$ cat src/mbsd_pkg.sv
// Package for the monitor block status and sample decoder.
// Holds sample geometry, spike limit reset, marker masks and the status struct.
// No dependencies; used by every module under src.
`timescale 1ns / 1ps

package mbsd_pkg;

  localparam int SAMPLE_BITS = 10;
  localparam int LANES       = 4;
  localparam int BYTE_BITS   = 8;
  localparam int WAVE_BYTES  = 5;
  localparam int WAVE_BITS   = WAVE_BYTES * BYTE_BITS;
  localparam int CNT_BITS    = 32;

  localparam int IN_DATA_BITS  = BYTE_BITS + WAVE_BITS;
  localparam int OUT_USED_BITS = LANES * SAMPLE_BITS + 4 * CNT_BITS + 2;
  localparam int OUT_DATA_BITS = ((OUT_USED_BITS + 7) / 8) * 8;

  localparam logic [SAMPLE_BITS-1:0] SPIKE_RESET = SAMPLE_BITS'(1000);

  localparam int MARKER_BITS = 4;
  localparam int MARKER_LSB  = 1;
  localparam int WARN_BIT    = 5;
  localparam int CRISIS_BIT  = 6;

  localparam logic [MARKER_BITS-1:0] QRS_MASK    = 4'h3;
  localparam logic [MARKER_BITS-1:0] BREATH_MASK = 4'hc;

  typedef logic [SAMPLE_BITS-1:0] sample_t;

  typedef struct packed {
    logic                crisis_now;
    logic                warning_now;
    logic [CNT_BITS-1:0] crisis_total;
    logic [CNT_BITS-1:0] warning_total;
    logic [CNT_BITS-1:0] breath_total;
    logic [CNT_BITS-1:0] qrs_total;
  } stat_t;

endpackage

$ cat src/mbsd_lane.sv
// One sample lane: halves a sample that lies above the spike limit.
// Depends on mbsd_pkg for the sample type.
`timescale 1ns / 1ps

module mbsd_lane (
  input  mbsd_pkg::sample_t raw,
  input  mbsd_pkg::sample_t spike_limit,
  output mbsd_pkg::sample_t sample
);

  assign sample = (raw > spike_limit) ? (raw >> 1) : raw;

endmodule

$ cat src/mbsd_status.sv
// Status tracker: marker history, priming flag and the four event counters.
// Depends on mbsd_pkg for field positions and the stat_t struct.
`timescale 1ns / 1ps

module mbsd_status (
  input  logic                                clk,
  input  logic                                rst_n,
  input  logic                                accept,
  input  logic [mbsd_pkg::BYTE_BITS-1:0]      status_byte,
  output mbsd_pkg::stat_t                     stat_nxt
);

  logic [mbsd_pkg::MARKER_BITS-1:0] prev_markers_r;
  logic                             primed_r;
  logic [mbsd_pkg::CNT_BITS-1:0]    qrs_r;
  logic [mbsd_pkg::CNT_BITS-1:0]    breath_r;
  logic [mbsd_pkg::CNT_BITS-1:0]    warn_r;
  logic [mbsd_pkg::CNT_BITS-1:0]    cris_r;

  logic [mbsd_pkg::MARKER_BITS-1:0] markers;
  logic                             warn;
  logic                             cris;
  logic                             qrs_hit;
  logic                             breath_hit;

  assign markers = status_byte[mbsd_pkg::MARKER_LSB +: mbsd_pkg::MARKER_BITS];
  assign warn    = status_byte[mbsd_pkg::WARN_BIT];
  assign cris    = status_byte[mbsd_pkg::CRISIS_BIT];

  assign qrs_hit    = primed_r &&
                      ((markers & mbsd_pkg::QRS_MASK) != (prev_markers_r & mbsd_pkg::QRS_MASK));
  assign breath_hit = primed_r &&
                      ((markers & mbsd_pkg::BREATH_MASK) !=
                       (prev_markers_r & mbsd_pkg::BREATH_MASK));

  always_comb begin
    stat_nxt.qrs_total     = qrs_r + mbsd_pkg::CNT_BITS'(qrs_hit);
    stat_nxt.breath_total  = breath_r + mbsd_pkg::CNT_BITS'(breath_hit);
    stat_nxt.warning_total = warn_r + mbsd_pkg::CNT_BITS'(warn);
    stat_nxt.crisis_total  = cris_r + mbsd_pkg::CNT_BITS'(cris);
    stat_nxt.warning_now   = warn;
    stat_nxt.crisis_now    = cris;
  end

  always_ff @(posedge clk) begin
    if (!rst_n) begin
      prev_markers_r <= '0;
      primed_r       <= 1'b0;
      qrs_r          <= '0;
      breath_r       <= '0;
      warn_r         <= '0;
      cris_r         <= '0;
    end else if (accept) begin
      prev_markers_r <= markers;
      primed_r       <= 1'b1;
      qrs_r          <= stat_nxt.qrs_total;
      breath_r       <= stat_nxt.breath_total;
      warn_r         <= stat_nxt.warning_total;
      cris_r         <= stat_nxt.crisis_total;
    end
  end

`ifndef SYNTH
  a_hold_idle : assert property (@(posedge clk) disable iff (!rst_n)
    !accept |=> $stable(qrs_r) && $stable(breath_r) && $stable(warn_r) && $stable(cris_r))
    else $error("counters moved without a beat");

  a_primed : assert property (@(posedge clk) disable iff (!rst_n)
    accept |=> primed_r)
    else $error("primed flag not set after a beat");

  a_first_block : assert property (@(posedge clk) disable iff (!rst_n)
    accept && !primed_r |=> qrs_r == $past(qrs_r) && breath_r == $past(breath_r))
    else $error("marker event counted on the first block");

  a_warn_step : assert property (@(posedge clk) disable iff (!rst_n)
    accept && status_byte[mbsd_pkg::WARN_BIT] |=> warn_r == $past(warn_r) + 32'd1)
    else $error("warning counter did not advance");
`endif

endmodule

$ cat src/monitor_block_status_and_sample_decoder.sv
// Top level of the monitor block status and sample decoder.
// Instantiates four mbsd_lane copies and mbsd_status; uses mbsd_pkg.
//
// channel  dir  handshake           payload
// in_      in   in_tvalid/tready    in_tdata[47:0]   status byte, wave bytes 0..4
// out_     out  out_tvalid/tready   out_tdata[175:0] samples 0..3, four totals, flags
// cfg_     in   cfg_valid/ready     cfg_data[9:0]    spike limit
//
// One beat per cycle in and out unless out_tready stalls; results show the cycle after.
// The four sample lanes and the counter update are combinational before the output register.
// Reset is synchronous; the spike limit returns to 1000, counters to zero.
// A stalled output register holds its beat and accepts the next one as it drains.
`timescale 1ns / 1ps

module monitor_block_status_and_sample_decoder (
  input  logic         clk,
  input  logic         rst_n,
  input  logic         in_tvalid,
  output logic         in_tready,
  // status_byte[7:0], wave_byte_0[15:8], wave_byte_1[23:16], wave_byte_2[31:24],
  // wave_byte_3[39:32], wave_byte_4[47:40]
  input  logic [47:0]  in_tdata,
  output logic         out_tvalid,
  input  logic         out_tready,
  // sample_0[9:0], sample_1[19:10], sample_2[29:20], sample_3[39:30],
  // qrs_total[71:40], breath_total[103:72], warning_total[135:104],
  // crisis_total[167:136], warning_now[168], crisis_now[169], zero[175:170]
  output logic [175:0] out_tdata,
  input  logic         cfg_valid,
  output logic         cfg_ready,
  input  logic [9:0]   cfg_data
);

  localparam int SB = mbsd_pkg::SAMPLE_BITS;
  localparam int LN = mbsd_pkg::LANES;
  localparam int WB = mbsd_pkg::WAVE_BITS;
  localparam int BB = mbsd_pkg::BYTE_BITS;

  mbsd_pkg::sample_t spike_limit_r;
  logic              out_valid_r;
  mbsd_pkg::sample_t samples_r [LN];
  mbsd_pkg::stat_t   stat_r;

  logic              accept;
  logic [WB-1:0]     wave;
  mbsd_pkg::sample_t raw    [LN];
  mbsd_pkg::sample_t sample [LN];
  mbsd_pkg::stat_t   stat_nxt;

  assign in_tready = rst_n & (~out_valid_r | out_tready);
  assign accept    = in_tvalid & in_tready;
  assign cfg_ready = rst_n;

  genvar k;
  generate
    for (k = 0; k < mbsd_pkg::WAVE_BYTES; k++) begin : g_byte
      assign wave[WB - 1 - k*BB -: BB] = in_tdata[BB*(k+1) +: BB];
    end
    for (k = 0; k < LN; k++) begin : g_lane
      assign raw[k] = wave[WB - 1 - k*SB -: SB];
      mbsd_lane u_lane (
        .raw         (raw[k]),
        .spike_limit (spike_limit_r),
        .sample      (sample[k])
      );
    end
  endgenerate

  mbsd_status u_status (
    .clk         (clk),
    .rst_n       (rst_n),
    .accept      (accept),
    .status_byte (in_tdata[BB-1:0]),
    .stat_nxt    (stat_nxt)
  );

  always_ff @(posedge clk) begin
    if (!rst_n) begin
      spike_limit_r <= mbsd_pkg::SPIKE_RESET;
      out_valid_r   <= 1'b0;
    end else begin
      if (cfg_valid && cfg_ready) begin
        spike_limit_r <= cfg_data;
      end
      if (accept) begin
        out_valid_r <= 1'b1;
      end else if (out_tready) begin
        out_valid_r <= 1'b0;
      end
    end
  end

  always_ff @(posedge clk) begin
    if (accept) begin
      for (int i = 0; i < LN; i++) begin
        samples_r[i] <= sample[i];
      end
      stat_r <= stat_nxt;
    end
  end

  assign out_tvalid = out_valid_r;
  assign out_tdata  = {
    (mbsd_pkg::OUT_DATA_BITS - mbsd_pkg::OUT_USED_BITS)'(0),
    stat_r.crisis_now,
    stat_r.warning_now,
    stat_r.crisis_total,
    stat_r.warning_total,
    stat_r.breath_total,
    stat_r.qrs_total,
    samples_r[3],
    samples_r[2],
    samples_r[1],
    samples_r[0]
  };

endmodule
$ cat config.mk
export PLATFORM = sky130hd
export DESIGN_NAME = monitor_block_status_and_sample_decoder
export DESIGN_NICKNAME = d
export VERILOG_FILES = /design/src/mbsd_pkg.sv /design/src/mbsd_lane.sv /design/src/mbsd_status.sv /design/src/monitor_block_status_and_sample_decoder.sv
export SDC_FILE = /design/constraint.sdc
export NUM_CORES = 1
export LEC_CHECK = 0
export ABC_CLOCK_PERIOD_IN_PS = 10500
export BUFFER_PORTS_ARGS = -buffer_cell sky130_fd_sc_hd__buf_2
export CAP_MARGIN = 20
export CORE_MARGIN = 1
export CORE_UTILIZATION = 30
export CTS_BUF_LIST = sky130_fd_sc_hd__clkbuf_8
export DETAILED_ROUTE_END_ITERATION = 12
export PLACE_DENSITY = 0.57
export SYNTH_ARGS = -nofsm -noshare
export SYNTH_HDL_FRONTEND = slang
export SYNTH_SLANG_ARGS = --single-unit
$ cat constraint.sdc
create_clock -name clk -period 10.5 [get_ports clk]
set_input_delay 0.525 -clock clk [delete_from_list [all_inputs] [get_ports clk]]
set_output_delay 0.525 -clock clk [all_outputs]
set_load 0.01 [all_outputs]
==> flow_summary.html <==
<table>
<tr><th>Metric</th><th>Value</th></tr>
<tr><th colspan="2">STA</th></tr>
<tr><td>Actual transition at the worst max-transition pin</td><td>1.03 ns</td></tr>
<tr><td>Hold Vio Cnt, Final</td><td>0</td></tr>
<tr><td>Setup repair after global routing missed its margin</td><td>false</td></tr>
<tr><td>Fmax</td><td>296 MHz</td></tr>
<tr><td>Period utilization</td><td>between 30% and 40%</td></tr>
<tr><td>Final setup skew</td><td>between 0.03 and 0.04 ns</td></tr>
<tr><td>Max transition margin</td><td>30.9%</td></tr>
<tr><td>Final slew viol count</td><td>0</td></tr>
<tr><td>Final critical-path required period</td><td>approximately 3.4 ns</td></tr>
<tr><td>Setup violations, final</td><td>0</td></tr>
<tr><td>Total negative slack for setup checks</td><td>0 ns</td></tr>
<tr><th colspan="2">Setup path</th></tr>
<tr><td>Gate family responsible for the most delay along the worst path</td><td>buffers and inverters</td></tr>
<tr><td>Setup slack of the worst register-to-register path</td><td>7.50 ns</td></tr>
<tr><td>Required time of the critical path</td><td>approximately 11 ns</td></tr>
<tr><td>Slowest stage cell on the critical path</td><td>nor2_4</td></tr>
<tr><td>Logic depth of the worst setup path including buffers</td><td>4</td></tr>
<tr><td>Worst path cell trace</td><td>buf_2 &gt; inv_4 &gt; nor2_4 &gt; buf_4</td></tr>
<tr><td>Kind of critical path</td><td>in2reg</td></tr>
<tr><td>Number of buffer and inverter instances along the worst setup path</td><td>3</td></tr>
<tr><td>Critical path peak fanout</td><td>about 70</td></tr>
<tr><td>Largest stage delay on the critical path</td><td>about 0.94 ns</td></tr>
<tr><td>Endpoint class of the critical path</td><td>flip-flop</td></tr>
<tr><td>Data arrival time of the worst path</td><td>3.61 ns</td></tr>
<tr><td>Critical path startpoint category</td><td>input pin</td></tr>
<tr><td>Register-to-Register Path Depth</td><td>8</td></tr>
<tr><th colspan="2">Detailed routing</th></tr>
<tr><td>Mean routed wirelength per cell</td><td>15.4 µm</td></tr>
<tr><td>Remaining number of nets flagged by the antenna check after routing</td><td>0</td></tr>
<tr><td>Count of unresolved DRC violations after routing</td><td>0</td></tr>
<tr><td>Final Routed Wirelength</td><td>roughly 36000 µm</td></tr>
<tr><td>Total number of vias</td><td>about 11000</td></tr>
<tr><td>Initial DRT Pass Iterations</td><td>5</td></tr>
<tr><td>Initial drt markers</td><td>516</td></tr>
<tr><td>Vias per cell</td><td>approximately 4.7</td></tr>
<tr><th colspan="2">Floorplan</th></tr>
<tr><td>Initial standard-cell utilization of the core</td><td>between 30% and 40%</td></tr>
<tr><td>Die height</td><td>approximately 220 µm</td></tr>
<tr><td>Die Width</td><td>224 µm</td></tr>
<tr><td>Total die area</td><td>just over 50000 µm²</td></tr>
<tr><td>Ports</td><td>roughly 240</td></tr>
<tr><td>Core Area</td><td>about 49000 µm²</td></tr>
<tr><td># rows</td><td>around 80</td></tr>
<tr><th colspan="2">Final layout</th></tr>
<tr><td>Final non-filler cell total</td><td>around 2300</td></tr>
<tr><td>Growth of design area from synthesis to finish</td><td>19.5%</td></tr>
<tr><td>Fin nets</td><td>between 1500 and 2000</td></tr>
<tr><td>Ratio of cells with drive above 1 in the final layout</td><td>a little under a quarter</td></tr>
<tr><th colspan="2">Synthesis</th></tr>
<tr><td>Synthesized area per cell</td><td>about 11 µm²</td></tr>
<tr><td>Adder-cell share of the synthesized area</td><td>4.04%</td></tr>
<tr><td>Combinational family with the most area after synthesis</td><td>simple AND/OR/NAND/NOR gates</td></tr>
<tr><td>Parity-gate share of the synthesized area counting xor and xnor cells</td><td>12.5%</td></tr>
<tr><td>Post-synthesis mux area share</td><td>3.40%</td></tr>
<tr><td>Share of synthesized flip-flops with an asynchronous set or reset</td><td>0%</td></tr>
<tr><td>Register bit total from synthesis</td><td>around 310</td></tr>
<tr><td>Total of warnings raised by yosys</td><td>0</td></tr>
<tr><td>Cell count after synthesis</td><td>1391</td></tr>
<tr><td>Cell area after technology mapping</td><td>roughly 15000 µm²</td></tr>
<tr><td>Most frequently used flop master after synthesis</td><td>edfxtp_1</td></tr>
<tr><td>Fraction of the mapped netlist area in compound gates</td><td>just over 4%</td></tr>
<tr><td>Post-Synth Simple-Gate Area</td><td>around a fifth</td></tr>
<tr><td>Number of flops mapped to enable cells by yosys</td><td>170</td></tr>
<tr><td>Fraction of the yosys area taken by sequential cells</td><td>between 50% and 60%</td></tr>
<tr><td>Number of unique standard cell types used by synthesis</td><td>60</td></tr>
<tr><th colspan="2">Clocking</th></tr>
<tr><td>Hold_buf cts</td><td>0</td></tr>
<tr><td>Register clock-pin slew on the reported worst setup and hold paths</td><td>~0.060 ns</td></tr>
<tr><td>Max H-tree Level</td><td>2</td></tr>
<tr><td>Master cell of the clock root buffer</td><td>clkbuf_8</td></tr>
<tr><td>Setup Fix Bufs, Post-CTS</td><td>0</td></tr>
<tr><td>Clock insertion delay at the later pin of the skew report</td><td>between 0.6 and 0.7 ns</td></tr>
<tr><td>Number of buffers inserted during clock tree synthesis</td><td>56</td></tr>
<tr><td>Clock tree buffer depth</td><td>3</td></tr>
<tr><td>Number of gates resized after CTS</td><td>0</td></tr>
<tr><td>TritonCTS clock tree</td><td>yes</td></tr>
<tr><td>TritonCTS sink count</td><td>~310</td></tr>
<tr><th colspan="2">Power and ir drop</th></tr>
<tr><td>Power, Total</td><td>between 0.002 and 0.003 W</td></tr>
<tr><td>Peak supply drop</td><td>between 0.09 and 0.1 mV</td></tr>
<tr><td>Leakage power figure</td><td>6.77 nW</td></tr>
<tr><td>Power density over the cells</td><td>153 nW/µm²</td></tr>
<tr><th colspan="2">Status</th></tr>
<tr><td>Result of the run</td><td>finished, final reports clean</td></tr>
<tr><th colspan="2">Global routing</th></tr>
<tr><td>Vias in the first global route</td><td>about 10000</td></tr>
<tr><td>Initial antenna violation count</td><td>3</td></tr>
<tr><td>GR Util All Layers</td><td>between 10% and 20%</td></tr>
<tr><td>Pin count of the biggest net entering global routing</td><td>just over 70</td></tr>
<tr><td>Global-route wire length before repair</td><td>between 50000 and 60000 µm</td></tr>
<tr><td>Total grt overflow</td><td>0</td></tr>
<tr><th colspan="2">Placed design</th></tr>
<tr><td>Number of buffers added on ports</td><td>~230</td></tr>
<tr><td>Detailed placement HPWL</td><td>~24000 µm</td></tr>
<tr><td>Count of placed standard cells including taps</td><td>2225</td></tr>
<tr><td>Final RePlAce weighted congestion</td><td>~0.85</td></tr>
<tr><th colspan="2">Job</th></tr>
<tr><td>Number of max-capacitance violations reported</td><td>0</td></tr>
<tr><th colspan="2">Min path</th></tr>
<tr><td>Min-Delay Path Class</td><td>in2reg</td></tr>
<tr><td>WHS Path Cells</td><td>1</td></tr>
</table>
==> layer usage <==
| layer | global-route usage, % | share of wire (%) |
|---|---|---|
| met3 | 4.44 | 7.9 |
| met4 | 6.34 | 3.1 |
| met2 | 22.2 | 45 |
| met1 | 17.0 | 44 |
| met5 | 0 | 0.028 |
==> metrics by stage <==
| step | utilization, % | cell area [µm²] | hold slack (ns) | worst slack [ns] |
|---|---|---|---|---|
| 2_1_floorplan | - | 14900 | 0.440 | 1.58 |
| 5_1_grt | 36.3 | 17700 | 0.0388 | 6.89 |
| 3_5_place_dp | 33.9 | 16600 | 0.454 | 6.36 |
| 6_report | 36.3 | 17700 | 0.0833 | 7.12 |
| 4_1_cts | 36.3 | 17700 | 0.00954 | 7.06 |
| 3_3_place_gp | 33.9 | 16600 | 0.445 | 6.51 |
==> sequential cells by signal (all words and copies together), names as in the netlist <==
signal,flops
out_tvalid,1
samples_r,40
u_status.cris_r,32
u_status.breath_r,32
u_status.primed_r,1
u_status.qrs_r,32
u_status.warn_r,32
u_status.prev_markers_r,4
spike_limit_r,10
out_tdata,130
==> cell usage after synthesis (20+ instances only) <==
master | n | area share, %
mux2_2 | 36 | 2.7
nor2_1 | 151 | 3.8
edfxtp_1 | 170 | 34
inv_1 | 24 | 0.61
nand3_1 | 75 | 2.5
nor3_1 | 28 | 0.94
xor2_1 | 111 | 6.5
nor4_1 | 23 | 0.97
ha_1 | 48 | 4.0
xnor2_1 | 101 | 6.0
a21oi_1 | 51 | 1.7
clkbuf_1 | 54 | 1.4
or3_1 | 20 | 0.84
nand2_1 | 126 | 3.2
dfxtp_1 | 144 | 19
nand4_1 | 59 | 2.5
and3_1 | 28 | 1.2
==> worst paths after layout <==
check,from,endpoint
worst max register to register,u_status.prev_markers_r[3],u_status.breath_r[27]
worst min register to register,u_status.warn_r[0],u_status.warn_r[0]
worst max-delay path,rst_n,out_tdata[78]
worst min-delay path,in_tdata[5],out_tdata[168]
==> logic make-up (layout without fill, tap and decap cells) <==
group           after synthesis  in the layout
simple gates                571            571
flops                       314            314
xor+xnor                    212            212
compound gates              100            100
buf+inv                      99            371
fa+ha+maj                    48             48
mux                          46             46
other cells                   1              8
==> layout by cell type, fill, tap and decap left out, types with 3 or more instances in the layout <==
cell type,synthesis,final
o31ai_1,3,3
clkbuf_8,2,63
ha_1,48,48
edfxtp_1,170,170
clkinv_2,0,12
buf_2,3,233
and4_1,12,12
and2_1,12,11
or4_1,4,4
o41ai_1,3,3
conb_1,1,6
o211ai_1,7,7
nor3_1,28,28
mux2_2,36,36
o21a_1,4,4
inv_1,24,40
nor4_1,23,23
buf_4,8,6
dfxtp_1,144,144
or3_1,20,20
nand4_1,59,59
xnor2_1,101,101
mux2i_1,10,10
xor2_1,111,111
clkinv_1,0,8
a21oi_1,51,51
nor2_1,151,150
nand2_1,126,126
o21bai_1,3,3
nand3_1,75,75
and3_1,28,28
nand2b_1,10,10
or2_2,5,5
bufinv_16,0,4
o21ai_0,16,16
==> worst reg2reg max path, cell delays in order, from the launching register on <==
cell and delay (ns):
dfxtp_1 0.32, xnor2_1 0.12, a21boi_0 0.23, ha_1 0.25
and4_1 0.31, nand3_1 0.37, or4_1 0.80, or3_1 0.37
a21oi_1 0.16
==> final cells by class <==
type                            instances  area [µm²]
Clock inverter                         43         300
Multi-Input combinational cell        983        6440
Antenna cell                            2        5.00
Inverter                               25        96.3
Fill cell                            4969       31100
Timing Repair Buffer                  240        1220
Clock buffer                           63         867
Tap cell                              664         831
Sequential cell                       314        7990
==> power breakdown <==
part | internal [W] | switching, W
combinational | 0.0000713 | 0.000120
clock | 0.000653 | 0.000528
sequential | 0.00133 | 0.0000115
total | 0.00206 | 0.000659
No activity file was read; power rests on OpenSTA's default activity.
